$ cat src/rtl/ekps_pkg.sv
`timescale 1ns / 1ps
// ----------------------------------------------------------------------------
// ekps_pkg: shared types and constants of the expiring keyed position store
// Holds the store geometry, the operation and status codes and the entry
// record that moves from cell to cell along the ring.
// ----------------------------------------------------------------------------
package ekps_pkg;

  localparam int ENTRIES   = 256;
  localparam int KEY_CHARS = 9;
  localparam int IDX_W     = (ENTRIES > 1) ? $clog2(ENTRIES) : 1;
  localparam int CNT_W     = 9;

  localparam logic [19:0] STORE_TIME_RST = 20'd3600;
  localparam logic [11:0] MARGIN_RST     = 12'd300;

  typedef enum logic [1:0] {
    OP_INSERT  = 2'd0,
    OP_KILL    = 2'd1,
    OP_LOOKUP  = 2'd2,
    OP_CLEANUP = 2'd3
  } op_e;

  typedef enum logic [2:0] {
    ST_ADDED       = 3'd0,
    ST_UPDATED     = 3'd1,
    ST_REMOVED     = 3'd2,
    ST_KILL_ABSENT = 3'd3,
    ST_FOUND       = 3'd4,
    ST_NOT_FOUND   = 3'd5,
    ST_FULL        = 3'd6,
    ST_NO_POSITION = 3'd7
  } status_e;

  typedef enum logic {
    REG_STORE_TIME = 1'b0,
    REG_MARGIN     = 1'b1
  } reg_e;

  // One stored entry.
  typedef struct packed {
    logic        valid;
    logic [63:0] key_head;
    logic [7:0]  key_last;
    logic [3:0]  key_len;
    logic [31:0] time_s;
    logic [31:0] lat;
    logic [31:0] lon;
    logic [31:0] coslat;
    logic [15:0] kind;
    logic [31:0] flags;
  } entry_t;

endpackage

$ cat src/rtl/ekps_cell.sv
`timescale 1ns / 1ps
// ----------------------------------------------------------------------------
// ekps_cell: one slot of the store ring
// Holds one entry and takes its neighbor's entry whenever the ring shifts.
// ----------------------------------------------------------------------------
module ekps_cell (
  input  logic              clk_i,
  input  logic              rst_ni,
  input  logic              shift_i,
  input  ekps_pkg::entry_t  entry_i,
  output ekps_pkg::entry_t  entry_o
);

  logic             valid_q;
  ekps_pkg::entry_t data_q;

  // The valid bit is cleared at reset; the record itself needs no reset.
  always_ff @(posedge clk_i or negedge rst_ni) begin
    if (!rst_ni) begin
      valid_q <= 1'b0;
    end else if (shift_i) begin
      valid_q <= entry_i.valid;
    end
  end

  always_ff @(posedge clk_i) begin
    if (shift_i) begin
      data_q <= entry_i;
    end
  end

  always_comb begin
    entry_o       = data_q;
    entry_o.valid = valid_q;
  end

endmodule

$ cat config.mk
export PLATFORM = sky130hd
export DESIGN_NAME = ekps_cell
export DESIGN_NICKNAME = d
export VERILOG_FILES = /design/src/rtl/ekps_pkg.sv /design/src/rtl/ekps_cell.sv
export SDC_FILE = /design/constraint.sdc
export NUM_CORES = 1
export LEC_CHECK = 0
export BUFFER_PORTS_ARGS = -buffer_cell sky130_fd_sc_hd__buf_2
export CAP_MARGIN = 20
export CORE_AREA = 2 2 199 201
export CTS_CLUSTER_SIZE = 20
export DETAILED_ROUTE_END_ITERATION = 12
export DIE_AREA = 0 0 201 203
export PLACE_DENSITY = 0.43
export SYNTH_ARGS = -nofsm -noshare
export SYNTH_HDL_FRONTEND = slang
export SYNTH_SLANG_ARGS = --single-unit
$ cat constraint.sdc
create_clock -name clk_i -period 1.79 [get_ports clk_i]
set_input_delay 0.179 -clock clk_i [delete_from_list [all_inputs] [get_ports clk_i]]
set_output_delay 0.179 -clock clk_i [all_outputs]
set_load 0.02 [all_outputs]
After elaboration in Yosys (flattened, before gate mapping)
Index checks and enable logic that the tools add are counted.
{"block": "word_totals", "inputBits": 256, "regBits": 253, "word_cells": 10, "out_inout_bits": 253}

Longest topological paths before layout
{"block": "depth", "word_depth": 0, "ltp_mapped": 1, "ltp_nobuf": 1}

Worst setup path before layout
Ideal clock, no wire load.
{"block": "synth_timing", "path_type": "reg-to-reg", "start": "reg valid_q (netlist name)", "end": "reg valid_q", "stages_incl_launch_ff": 2, "required_ns": 1.665, "path_buffers": 0, "path_slack_ns": 1.061, "arrival_time_ns": 0.604, "setup_time_ns": 0.125, "synth_period_minus_slack_ns": 0.729, "cell_sequence": "dfrtp_1 -> mux2_4"}
{"item": "to (signal assigned)", "line_no": "ekps_cell.sv:22", "text": "valid_q <= entry_i.valid;"}
{"item": "to (decl)", "line_no": "ekps_cell.sv:14", "text": "logic valid_q;"}

Worst setup path after layout
{"block": "layout_timing", "start": "reg data_q (netlist bit entry_o[173])", "end": "out entry_o[173] in the netlist's numbering"}
{"item": "from (decl)", "line_no": "ekps_cell.sv:15", "text": "ekps_pkg::entry_t data_q;"}
{"item": "from (signal assigned)", "line_no": "ekps_cell.sv:28", "text": "data_q <= entry_i;"}
{"item": "to (decl)", "line_no": "ekps_cell.sv:11", "text": "output ekps_pkg::entry_t entry_o"}
No word-level cell between the ends.

==> impl_metrics.toml <==
[power_and_ir_drop]
p_per_area_nw_per_um2 = 1013
ir_drop_uv = 701.8
p_sw_frac = 0.2358
p_switching_mw = 3.445
p_leak_nw = 6.080
sequentialPowerShare = 0.490
pwr-share-comb = 0.137
p_int_mw = 11.17
clock_power_share = 0.374

[drt]
routedLengthMet1_mm = 9.024
ant_nets = 0
highest_layer = "met5"
met2WireLength_mm = 12.75
via_per_inst = 3.550
routed_wirelength_mm = 24.73
first_iter_violations = 223
wl_per_cell_um = 15.44
wl_met3_mm = 2.178
num_vias = 5687
remaining_drc_errors = 0
first_pass_iters = 4

[timing]
setup_tns_ns = 0
worst_slack_ns = 0.4640
period_needed_ns = 1.326
timing.final.max_slew_violations = 0
post-route-period-util = 0.7408
skew_ns = 0
max_freq_ghz = 0.7542
setup_viol_count_final = 0
finalHoldViolations = 0
slew_headroom = 0.7424
worstMarginPinSlew_ns = 0.3864
grt_setup_unrepaired = "false"

[flow_run]
maxCapViolCount = 0

[critical_path]
cp_max_fo = 1
cpMaxStageDelayCell = "edfxtp_1"
cp_top_family = "flip-flops"
worstPathArrival_ns = 1.15
cp-end-kind = "output port"
slowest_delay_ns = 0.41
path_buf_inv = 1
worst_setup_path_start_kind = "flip-flop"
r2r_slack_ns = 1.03
crit_required_ns = 1.61
worstPathCellList = "buf_2"
timing.rr.start = "valid_q$_DFFE_PN0P_"
critPathKind = "flip-flop to output port"
r2r_end = "valid_q$_DFFE_PN0P_"
reg2regPathDepth = 1

[final_layout]
design_area_um2 = 14430
stdcell_count = 1602
num-nets-final = 1319
areaGrowthSynthToFinish_pct = 89.50
layout-drive-gt1-share = 0.5176
final_core_util = 0.3751

[floorplan]
die_y_um = 203
rows = 72
pin_count = 509
die_area_um2 = 40800
design.core.area_um2 = 38470
die_x_um = 201
initial_core_util = 0.1980

[place]
dp_hpwl_mm = 17.28
io_buffers = 508
detailed_place.area_um2 = 11000
place_congestion = 0.7537
dp_slack_ns = 0.5920
place_inst = 1295

[grt]
grt_pass1_wl_mm = 36.25
grt_start_max_net_pins = 47
grt_usage = 0.1155
grt_pass1_vias = 6423
antenna_found_initial = 3
grt.overflow.total = 0

[clocking]
post_cts_resized = 0
numCtsBuffers = 28
clock_latency_ns = 0.53
cts-root-buf = "clkbuf_16"
cts.clk_slew.worst_paths_ns = 0.06
cts_num_sinks = 253
clockBufferDepth = 3
cts_tree = "built"
htreeDepth = 1

[synth]
seq_area_frac_synth = 0.9970
postSynthAreaPerCell_um2 = 29.86
syn_nets = 511
synth_cell_type_count = 4
synth.cell_area_um2 = 7615
ys_ff_latch = 253
synthCells = 255
synth_warnings = 0

[outcome]
status = "completed"

[hold_path]
hp-start = "entry_i[127]"
hold_class = "input port to flip-flop"
min_path_cells = 2
min_to = "entry_o[127]$_DFFE_PP_"
routing by layer:
metal,global-route usage,vias to the layer above
li1,-,2670
met1,0.1244,2676
met2,0.2055,292
met3,0.04366,47
met4,0.04365,2
met5,0,-
per-stage QoR:
step	hold slack [ns]	power, mW
final	0.3317	14.61
after global routing	0.3110	15.20
after CTS	0.2956	14.87
after detailed placement	-0.04457	8.836
after global placement	-0.04023	8.837
after floorplan	-0.1166	7.913
how the worst max path moves through the flow:
stage,startpoint,end,cells after the start
after CTS,entry_o[206]$_DFFE_PP_,entry_o[206],1
final,entry_o[173]$_DFFE_PP_,entry_o[173],1
after global placement,shift_i,entry_o[45]$_DFFE_PP_,3
after global routing,entry_o[14]$_DFFE_PP_,entry_o[14],1
after detailed placement,shift_i,entry_o[43]$_DFFE_PP_,3
after floorplan,valid_q$_DFFE_PN0P_,valid_q$_DFFE_PN0P_,1
power by group through the flow:
stage               sequential, mW  clock, mW  combinational, mW
CTS                           7.16       5.70               2.01
detailed placement            7.27          0               1.56
global route                  7.20       5.89               2.11
global placement              7.27          0               1.56
finish                        7.16       5.46               2.00
floorplan                     7.90          0             0.0101
synthesized netlist by cell type:
| cell type | instances | area share |
|---|---|---|
| edfxtp_1 | 252 | 0.99 |
| buf_4 | 1 | 0.00099 |
| dfrtp_1 | 1 | 0.0033 |
| mux2_4 | 1 | 0.0020 |
cells in the final DEF (no fill, tap or decap), drive strengths merged:
master	Yosys	layout
clkinv	0	10
mux2	1	1
dlygate4sd3	0	256
dfrtp	1	1
clkbuf	0	37
edfxtp	252	252
bufinv	0	2
diode	0	2
buf	1	523
sequential cells by signal, summed over array words and instances, names as in the netlist:
signal,flops
entry_o,252
valid_q,1
cell families after synthesis:
family / Yosys count / synth area share
buf+inv: 1 / 0.0009862
flops: 253 / 0.9970
mux: 1 / 0.001971
cell type report:
type	instances	area (µm²)
diodes	2	5.005
clock buffers	37	755.7
clock inverters	12	111.4
fillers	3626	24040
multi-input cells	1	15.01
flip-flops and latches	253	7592
well taps	518	648.1
repair buffers	779	5303
timing repair:
item                                   in CTS  in global routing
hold buffers                              256                  0
buffers inserted                            0                  0
endpoints found under the hold margin     272                  0
Power figures use the tool's default switching activity.
