File: src/rtl/ekps_pkg.sv
`timescale 1ns / 1ps
// ----------------------------------------------------------------------------
// ekps_pkg: shared types and constants of the expiring keyed position store
// Holds the store geometry, the operation and status codes and the entry
// record that moves from cell to cell along the ring.
// ----------------------------------------------------------------------------
package ekps_pkg;

  localparam int ENTRIES   = 256;
  localparam int KEY_CHARS = 9;
  localparam int IDX_W     = (ENTRIES > 1) ? $clog2(ENTRIES) : 1;
  localparam int CNT_W     = 9;

  localparam logic [19:0] STORE_TIME_RST = 20'd3600;
  localparam logic [11:0] MARGIN_RST     = 12'd300;

  typedef enum logic [1:0] {
    OP_INSERT  = 2'd0,
    OP_KILL    = 2'd1,
    OP_LOOKUP  = 2'd2,
    OP_CLEANUP = 2'd3
  } op_e;

  typedef enum logic [2:0] {
    ST_ADDED       = 3'd0,
    ST_UPDATED     = 3'd1,
    ST_REMOVED     = 3'd2,
    ST_KILL_ABSENT = 3'd3,
    ST_FOUND       = 3'd4,
    ST_NOT_FOUND   = 3'd5,
    ST_FULL        = 3'd6,
    ST_NO_POSITION = 3'd7
  } status_e;

  typedef enum logic {
    REG_STORE_TIME = 1'b0,
    REG_MARGIN     = 1'b1
  } reg_e;

  // One stored entry.
  typedef struct packed {
    logic        valid;
    logic [63:0] key_head;
    logic [7:0]  key_last;
    logic [3:0]  key_len;
    logic [31:0] time_s;
    logic [31:0] lat;
    logic [31:0] lon;
    logic [31:0] coslat;
    logic [15:0] kind;
    logic [31:0] flags;
  } entry_t;

endpackage

File: src/rtl/ekps_ctrl.sv
`timescale 1ns / 1ps
// ----------------------------------------------------------------------------
// ekps_ctrl: sequencer and head unit of the store ring
// Takes transactions, rotates the ring once per pass and edits the entry at
// the head of the ring: purge, match, update, kill, lookup and fill.
// ----------------------------------------------------------------------------
module ekps_ctrl (
  input  logic              clk_i,
  input  logic              rst_ni,
  input  logic              cfg_we_i,
  input  logic              cfg_index_i,
  input  logic [19:0]       cfg_data_i,
  input  logic              in_valid_i,
  output logic              in_stall_o,
  input  logic [1:0]        operation_i,
  input  logic [63:0]       key_low_i,
  input  logic [7:0]        key_tail_i,
  input  logic [3:0]        key_length_i,
  input  logic [31:0]       current_time_i,
  input  logic [31:0]       arrival_time_i,
  input  logic              has_position_i,
  input  logic [31:0]       latitude_bits_i,
  input  logic [31:0]       longitude_bits_i,
  input  logic [31:0]       cos_latitude_bits_i,
  input  logic [15:0]       packet_kind_i,
  input  logic [31:0]       packet_flags_i,
  output logic              out_valid_o,
  input  logic              out_stall_i,
  output logic [2:0]        status_o,
  output logic [31:0]       found_latitude_o,
  output logic [31:0]       found_longitude_o,
  output logic [31:0]       found_cos_latitude_o,
  output logic [31:0]       found_time_o,
  output logic [15:0]       found_kind_o,
  output logic [31:0]       found_flags_o,
  output logic [8:0]        purged_count_o,
  output logic              shift_o,
  input  ekps_pkg::entry_t  head_i,
  output ekps_pkg::entry_t  head_o
);

  typedef enum logic [1:0] {
    S_IDLE,
    S_SCAN,
    S_FILL,
    S_DONE
  } state_e;

  state_e                          state_q;
  logic [ekps_pkg::IDX_W-1:0]      cnt_q;
  logic [19:0]                     store_time_q;
  logic [11:0]                     margin_q;
  ekps_pkg::op_e                   op_q;
  ekps_pkg::entry_t                item_q;
  logic [32:0]                     now_q;
  logic [32:0]                     now_m_q;
  logic                            hit_q;
  logic                            filled_q;
  ekps_pkg::status_e               status_q;
  logic [ekps_pkg::CNT_W-1:0]      purged_q;
  ekps_pkg::entry_t                cap_q;
  logic                            out_valid_q;
  ekps_pkg::status_e               out_status_q;
  ekps_pkg::entry_t                out_rec_q;
  logic [ekps_pkg::CNT_W-1:0]      out_purged_q;

  logic [3:0]        len_sat;
  logic [63:0]       head_norm;
  logic [7:0]        last_norm;
  logic              in_accept;
  logic              last_cell;
  logic [32:0]       expire_at;
  logic              expired;
  logic              match;
  logic              fresh;

  assign in_accept = in_valid_i && (state_q == S_IDLE);
  assign in_stall_o = (state_q != S_IDLE);
  assign shift_o = (state_q == S_SCAN) || (state_q == S_FILL);
  assign last_cell = (cnt_q == ekps_pkg::IDX_W'(ekps_pkg::ENTRIES - 1));

  // Key normalization: saturate the length and zero the unused characters.
  always_comb begin
    len_sat = (key_length_i > 4'(ekps_pkg::KEY_CHARS)) ?
              4'(ekps_pkg::KEY_CHARS) : key_length_i;
    for (int k = 0; k < 8; k++) begin
      head_norm[8*k +: 8] = (4'(k) < len_sat) ? key_low_i[8*k +: 8] : 8'd0;
    end
    last_norm = (len_sat > 4'd8) ? key_tail_i : 8'd0;
  end

  // Per-entry checks at the head of the ring.
  always_comb begin
    expire_at = {1'b0, head_i.time_s} + {13'd0, store_time_q};
    expired   = head_i.valid && (expire_at < now_q);
    match     = head_i.valid && !expired &&
                (head_i.key_len == item_q.key_len) &&
                (head_i.key_head == item_q.key_head) &&
                (head_i.key_last == item_q.key_last);
    fresh     = expire_at > now_m_q;
  end

  // Edit of the head entry on its way to the tail of the ring.
  always_comb begin
    head_o = head_i;
    if (state_q == S_SCAN) begin
      if (expired) begin
        head_o.valid = 1'b0;
      end
      if (match && (op_q == ekps_pkg::OP_INSERT)) begin
        head_o.time_s = item_q.time_s;
        head_o.lat    = item_q.lat;
        head_o.lon    = item_q.lon;
        head_o.coslat = item_q.coslat;
        head_o.kind   = item_q.kind;
        head_o.flags  = item_q.flags;
      end
      if (match && (op_q == ekps_pkg::OP_KILL)) begin
        head_o.valid = 1'b0;
      end
    end else if (state_q == S_FILL) begin
      if (!head_i.valid && !filled_q) begin
        head_o       = item_q;
        head_o.valid = 1'b1;
      end
    end
  end

  // Configuration registers.
  always_ff @(posedge clk_i or negedge rst_ni) begin
    if (!rst_ni) begin
      store_time_q <= ekps_pkg::STORE_TIME_RST;
      margin_q     <= ekps_pkg::MARGIN_RST;
    end else if (cfg_we_i) begin
      case (ekps_pkg::reg_e'(cfg_index_i))
        ekps_pkg::REG_STORE_TIME: store_time_q <= cfg_data_i;
        ekps_pkg::REG_MARGIN:     margin_q     <= cfg_data_i[11:0];
        default:                  margin_q     <= margin_q;
      endcase
    end
  end

  // Item registers, captured at acceptance and during the scan.
  always_ff @(posedge clk_i) begin
    if (in_accept) begin
      op_q            <= ekps_pkg::op_e'(operation_i);
      item_q.valid    <= 1'b1;
      item_q.key_head <= head_norm;
      item_q.key_last <= last_norm;
      item_q.key_len  <= len_sat;
      item_q.time_s   <= arrival_time_i;
      item_q.lat      <= latitude_bits_i;
      item_q.lon      <= longitude_bits_i;
      item_q.coslat   <= cos_latitude_bits_i;
      item_q.kind     <= packet_kind_i;
      item_q.flags    <= packet_flags_i;
      now_q           <= {1'b0, current_time_i};
      now_m_q         <= {1'b0, current_time_i} + {21'd0, margin_q};
      cap_q           <= '0;
    end else if ((state_q == S_SCAN) && match && (op_q == ekps_pkg::OP_LOOKUP) &&
                 fresh && !hit_q) begin
      cap_q <= head_i;
    end
  end

  // Sequencer and result register.
  always_ff @(posedge clk_i or negedge rst_ni) begin
    if (!rst_ni) begin
      state_q      <= S_IDLE;
      cnt_q        <= '0;
      hit_q        <= 1'b0;
      filled_q     <= 1'b0;
      status_q     <= ekps_pkg::ST_ADDED;
      purged_q     <= '0;
      out_valid_q  <= 1'b0;
      out_status_q <= ekps_pkg::ST_ADDED;
      out_rec_q    <= '0;
      out_purged_q <= '0;
    end else begin
      // The done state loads the result register itself.
      if (out_valid_q && !out_stall_i && (state_q != S_DONE)) begin
        out_valid_q <= 1'b0;
      end
      case (state_q)
        S_IDLE: begin
          if (in_accept) begin
            cnt_q    <= '0;
            hit_q    <= 1'b0;
            filled_q <= 1'b0;
            purged_q <= '0;
            if ((ekps_pkg::op_e'(operation_i) == ekps_pkg::OP_INSERT) &&
                !has_position_i) begin
              status_q <= ekps_pkg::ST_NO_POSITION;
              state_q  <= S_DONE;
            end else begin
              state_q <= S_SCAN;
            end
          end
        end
        S_SCAN: begin
          if (expired) begin
            purged_q <= purged_q + 1'b1;
          end
          if (match && ((op_q != ekps_pkg::OP_LOOKUP) || fresh)) begin
            hit_q <= 1'b1;
          end
          cnt_q <= last_cell ? '0 : cnt_q + 1'b1;
          if (last_cell) begin
            case (op_q)
              ekps_pkg::OP_INSERT: begin
                status_q <= ekps_pkg::ST_UPDATED;
                state_q  <= (hit_q || match) ? S_DONE : S_FILL;
              end
              ekps_pkg::OP_KILL: begin
                status_q <= (hit_q || match) ? ekps_pkg::ST_REMOVED :
                            ekps_pkg::ST_KILL_ABSENT;
                state_q  <= S_DONE;
              end
              ekps_pkg::OP_LOOKUP: begin
                status_q <= (hit_q || (match && fresh)) ? ekps_pkg::ST_FOUND :
                            ekps_pkg::ST_NOT_FOUND;
                state_q  <= S_DONE;
              end
              default: begin
                status_q <= ekps_pkg::ST_ADDED;
                state_q  <= S_DONE;
              end
            endcase
          end
        end
        S_FILL: begin
          if (!head_i.valid) begin
            filled_q <= 1'b1;
          end
          cnt_q <= last_cell ? '0 : cnt_q + 1'b1;
          if (last_cell) begin
            status_q <= (filled_q || !head_i.valid) ? ekps_pkg::ST_ADDED :
                        ekps_pkg::ST_FULL;
            state_q  <= S_DONE;
          end
        end
        S_DONE: begin
          if (!out_valid_q || !out_stall_i) begin
            out_valid_q  <= 1'b1;
            out_status_q <= status_q;
            out_rec_q    <= (status_q == ekps_pkg::ST_FOUND) ? cap_q : '0;
            out_purged_q <= purged_q;
            state_q      <= S_IDLE;
          end
        end
        default: begin
          state_q <= S_IDLE;
        end
      endcase
    end
  end

  assign out_valid_o          = out_valid_q;
  assign status_o             = out_status_q;
  assign found_latitude_o     = out_rec_q.lat;
  assign found_longitude_o    = out_rec_q.lon;
  assign found_cos_latitude_o = out_rec_q.coslat;
  assign found_time_o         = out_rec_q.time_s;
  assign found_kind_o         = out_rec_q.kind;
  assign found_flags_o        = out_rec_q.flags;
  assign purged_count_o       = out_purged_q;

endmodule

File: config.mk
export PLATFORM = sky130hd
export DESIGN_NAME = ekps_ctrl
export DESIGN_NICKNAME = d
export VERILOG_FILES = /design/src/rtl/ekps_pkg.sv /design/src/rtl/ekps_ctrl.sv
export SDC_FILE = /design/constraint.sdc
export NUM_CORES = 2
export LEC_CHECK = 0
export BUFFER_PORTS_ARGS = -buffer_cell sky130_fd_sc_hd__buf_2
export CAP_MARGIN = 5
export CELL_PAD_IN_SITES_DETAIL_PLACEMENT = 1
export CELL_PAD_IN_SITES_GLOBAL_PLACEMENT = 1
export CORE_AREA = 8 8 383 385
export DETAILED_ROUTE_END_ITERATION = 10
export DIE_AREA = 0 0 391 393
export PLACE_DENSITY = 0.56
export SYNTH_ARGS = -nofsm -noshare
export SYNTH_HDL_FRONTEND = slang
export SYNTH_SLANG_ARGS = --single-unit
File: constraint.sdc
create_clock -name clk_i -period 13.91 [get_ports clk_i]
set_clock_uncertainty 0.2 [all_clocks]
set_input_delay 3.4775 -clock clk_i [delete_from_list [all_inputs] [get_ports clk_i]]
set_output_delay 3.4775 -clock clk_i [all_outputs]
set_load 0.01 [all_outputs]
# Word-level counts from Yosys, hierarchy flattened
# Cells that the tools add are included.
# W data, S select, Z words.
dict set report word_totals {
  regBits 740
  input_bits 566
  output_inout_bits 444
  word_cells 169
}
dict set report op_classes {
  addsub 4
  n_lt_le_gt_ge 12
  eq_ne 20
  muxes 41
  bitwise_logic 1
  n_reduce_logical 49
}
# cell count
set op_table {}
lappend op_table {{$mux W176} 3}
lappend op_table {{$mux W253} 2}
lappend op_table {{$mux W76} 1}
lappend op_table {{$eq A64 B64 Y1} 1}
lappend op_table {{$add A32 B12 Y33} 1}
lappend op_table {{$add A32 B20 Y33} 1}
lappend op_table {{$gt A33 B33 Y1} 1}
lappend op_table {{$lt A33 B32 Y1} 1}
lappend op_table {{$logic_and A1 B1 Y1} 18}
lappend op_table {{$mux W9} 2}
lappend op_table {{$pmux W3 S3} 2}
lappend op_table {{$pmux W9 S2} 1}
lappend op_table {{$lt A3 B4 Y1 const A} 4}
lappend op_table {{$mux W8} 2}
lappend op_table {{$ne A2 B2 Y1 const B} 8}
lappend op_table {{$pmux W8 S2} 1}
lappend op_table {{$mux W3} 5}
lappend op_table {{$mux W1} 13}
lappend op_table {{$mux W2} 5}
lappend op_table {{$add A9 B1 Y9 const B} 1}
lappend op_table {{$reduce_and A3 Y1} 3}
lappend op_table {{$add A8 B1 Y8 const B} 1}
lappend op_table {{$eq A8 B8 Y1} 1}
lappend op_table {{$eq A8 B8 Y1 const B} 1}
lappend op_table {{21 further kinds} 48}

# Depth between registers and ports, before layout
dict set report logic_depth {
  ltp_word 14
  mapped_depth 25
  ltp_nobuf 22
}

# Worst setup path after synthesis
# OpenSTA, ideal clock, no wires.
dict set report synth_timing {
  kind {input-to-reg}
  startpoint {in in_valid_i}
  endpoint {reg item_q[0] (netlist name), enable pin}
  setup_time_ns 0.808
  arrival_time_ns 12.586
  t_required_ns 12.902
  path_slack_ns 0.316
  path_stages 3
  path_cell_list {and2_1 -> clkbuf_1 -> clkbuf_1}
}
dict set report synth_between {
  elab_chain_cells 1
}
# element line_no
set synth_lines {}
lappend synth_lines {{start, declared} ekps_ctrl.sv:13} ;# input logic in_valid_i,
lappend synth_lines {{$logic_and A1 B1 Y1} ekps_ctrl.sv:77} ;# assign in_accept = in_valid_i && (state_q == S_IDLE);
lappend synth_lines {{net in_accept} ekps_ctrl.sv:70} ;# logic in_accept;
lappend synth_lines {{end, declared} ekps_ctrl.sv:54} ;# ekps_pkg::entry_t item_q;
# The timed path passes the listed nets, and every way through them passes these cells.
# A chain may end at the register's enable or synchronous reset.

==> impl_metrics.py <==
metrics = {
    "drt": {
        "drtPass1Iterations": 4,
        "dr.max_layer_used": "met5",
        "drt-total-wl_um": 142000,
        "wl_per_cell_um": 25.5,
        "route.vias.total": 25200,
        "wl_met1_um": 56200,
        "wl_met2_um": 70400,
        "ant_nets": 0,
        "met3_length_um": 10100,
        "drtIter0Drc": 1157,
        "drc_errors": 0,
        "vias_per_cell": 4.52,
    },
    "logic_synthesis": {
        "synth_fp_nets": 3258,
        "yosys.area.top_type": "edfxtp_1",
        "yosys_warnings": 0,
        "synth_fa_ha_area_frac": 0.0396,
        "synth_mux_area_frac": 0.159,
        "synth_top_cell_area_share": 0.285,
        "synth_compound_area_frac": 0.0833,
        "synthXorXnorAreaFrac": 0.0355,
        "synth_area_um2": 33600,
        "synth_top_cells_by_count": "319 x edfxtp_1, 237 x dfrtp_1, 224 x nor2_1",
        "ys_seq_elements": 740,
        "synth_cell_types": 71,
        "avgSynthCellArea_um2": 13.0,
        "synthSimpleGateAreaFrac": 0.0778,
        "synth_flop_cell": "edfxtp_1",
        "yosys-top-cells-area": "edfxtp_1 29%, dfrtp_1 18%, dfxtp_1 10%, mux2i_1 5.4%, mux2_4 4.9%",
        "synth_edf_count": 319,
        "yosysSeqAreaShare": 0.573,
        "yosysMostFrequentCell": "edfxtp_1",
        "synthArstFlopShare": 0.331,
        "syn_inst": 2587,
        "synth_top_family_by_area": "multiplexers",
    },
    "timing": {
        "final-hold-violation-count": 0,
        "rsz0062_at_grt": "no",
        "setup_violations": 0,
        "max_freq_mhz": 75.0,
        "slew_headroom": 0.0702,
        "tightestPinTransition_ns": 1.39,
        "period_needed_ns": 13.34,
        "fin_crit_sh": 0.959,
        "slew_viol_final": 0,
        "tns_ns": 0,
    },
    "place": {
        "dpl.hpwl_um": 110000,
        "port_buffers": 1009,
        "gp_congestion": 0.867,
    },
    "clock_network": {
        "numCtsBuffers": 93,
        "cts.sinks": 740,
        "cts_tree": "done",
        "cts_buffer_depth": 3,
        "clock_latency_ns": 0.69,
        "htreeDepth": 3,
        "cts.root.buffer_cell": "clkbuf_16",
        "clk_pin_slew_worst_paths_ns": 0.06,
        "postCtsHoldBufs": 0,
        "cts_resized": 0,
        "post-cts-setup-buffers": 0,
    },
    "global_route": {
        "first_global_vias": 26600,
        "grt_first_pass_wirelength_um": 196000,
        "grt_max_degree": 178,
        "grt_overflow": 0,
        "grt.total_usage": 0.174,
        "antenna_found_initial": 65,
    },
    "critical_path": {
        "arrival_ns": 9.66,
        "max_stage_delay_ns": 0.56,
        "critical_path_peak_fanout": 31,
        "worstSetupPathType": "in -> out",
        "worst_path_max_delay_cell": "a41o_4",
        "path_cells": "buf_2, ha_1, a21o_1, a21o_1, a2111oi_0, o21bai_1, a31o_2, a31oi_1, o221ai_1, nand3_1, xnor2_1, ha_1, nand2_1, nor4_1, a221o_1, a311o_1, a41o_1, o2111a_2, a41o_4, buf_6, mux2_2, buf_2",
        "cp.required_ns": 10.23,
        "setup.worst_path.start_class": "primary input",
        "end_kind": "output pin",
    },
    "pwr": {
        "peakVddDrop_mv": 0.0975,
        "p_leak_uw": 0.0211,
        "power_density_nw_per_um2": 151,
    },
    "floorplan": {
        "io_pins": 1010,
        "dieArea_um2": 154000,
        "fp.dieW_um": 391,
        "die_h_um": 393,
        "core-area_um2": 141000,
        "start_util": 0.239,
        "row_count": 138,
    },
    "outcome": {
        "status": "finished, final reports clean",
    },
    "final_layout": {
        "fillerInstances": 15800,
        "utilization": 0.312,
        "nets": 4268,
        "areaGrowthSynthToFinish_pct": 30.8,
        "regArea_um2": 19200,
        "drive_gt1_frac": 0.399,
        "multiInputGateArea_um2": 13300,
    },
    "job": {
        "maxCapViolCount": 0,
    },
    "min_path": {
        "holdCritPathClass": "reg -> reg",
    },
}
[where the power goes]
part | switching [µW] | internal (µW) | total (µW) | leakage, µW
combinational | 928 | 543 | 1470 | 0.0119
clock | 1040 | 1510 | 2550 | 0.00158
sequential | 95.3 | 2500 | 2590 | 0.00766
[stage by stage]
step	hold slack [ns]	total power (µW)	cells	setup slack, ns	instance area, µm²
after floorplan	0.241	3560	2587	0.316	33600
after global placement	0.249	4110	5392	0.708	40600
after detailed placement	0.256	4130	5392	0.516	40600
after CTS	0.235	6740	5568	0.423	43900
after global routing	0.265	6930	5576	0.0162	43900
final	0.250	6610	5579	0.570	43900
[flip-flops by register name, summed over array words and instances, names as in the netlist]
name,count
cap_q,176
cnt_q,8
filled_q,1
found_cos_latitude_o,32
found_flags_o,32
found_kind_o,16
found_latitude_o,32
found_longitude_o,32
found_time_o,32
hit_q,1
item_q,252
margin_q,12
now_m_q,33
now_q,32
op_q,2
out_valid_o,1
purged_count_o,9
purged_q,9
state_q,2
status_o,3
status_q,3
store_time_q,20
[final cells by class]
cell class	instances	area share
antenna	11	0.000627
multi-input combinational	1630	0.303
clock buffer	140	0.0616
inverter	91	0.00778
sequential	740	0.438
timing repair buffer	1041	0.123
tap	1890	0.0539
clock inverter	36	0.0122
[worst max-delay path: cells and delay by family]
kind,cells,cell delay [ns]
muxes,1,0.40
xor gates and xnor gates,1,0.11
and+or+nand+nor,3,0.73
AOI/OAI and AO/OA,12,3.60
buffers and inverters,3,0.71
adders and majority gates,2,0.58
[cells by family (layout without fill, tap and decap cells)]
family,count (synthesis),in the layout
other,0,11
and+or+nand+nor,559,559
xor gates and xnor gates,136,136
muxes,456,456
DFF,740,740
AOI/OAI and AO/OA,374,374
buffers and inverters,217,1308
adders and majority gates,105,105
[final timing paths]
kind	startpoint	endpoint	slack, ns	cells past startpoint
setup reg to reg	store_time_q[1]	cap_q[134]	6.90	19
min in group asynchronous	rst_ni	found_longitude_o[10]	2.62	1
setup / recovery	head_i[144]	head_o[4]	0.57	22
max in group asynchronous	rst_ni	store_time_q[18]	9.42	2
hold reg to reg	cap_q[34]	found_kind_o[2]	0.25	1
hold / removal	cap_q[34]	found_kind_o[2]	0.25	1
[placed cells by master (no fill, tap or decap), drive strengths merged, types with 11 or more instances in the layout]
cell / n
a22o: 176
xor2: 93
and2: 31
ha: 103
and3: 15
nor4: 20
nand3: 26
buf: 1041
dfrtp: 237
clkinv: 21
a21o: 17
nand4: 17
edfxtp: 319
mux2: 274
nor2b: 60
nand2: 123
nor2: 224
a21oi: 67
clkbuf: 140
xnor2: 43
inv: 98
nor3: 12
o21ai: 50
diode: 11
mux2i: 182
dfxtp: 176
[routing by layer]
metal  GRT usage  up-vias
met1       0.205    12600
met4      0.0617       14
li1            -    11400
met2       0.303      889
met5           0        -
met3      0.0508      258
No activity file was read; power rests on OpenSTA's default activity.
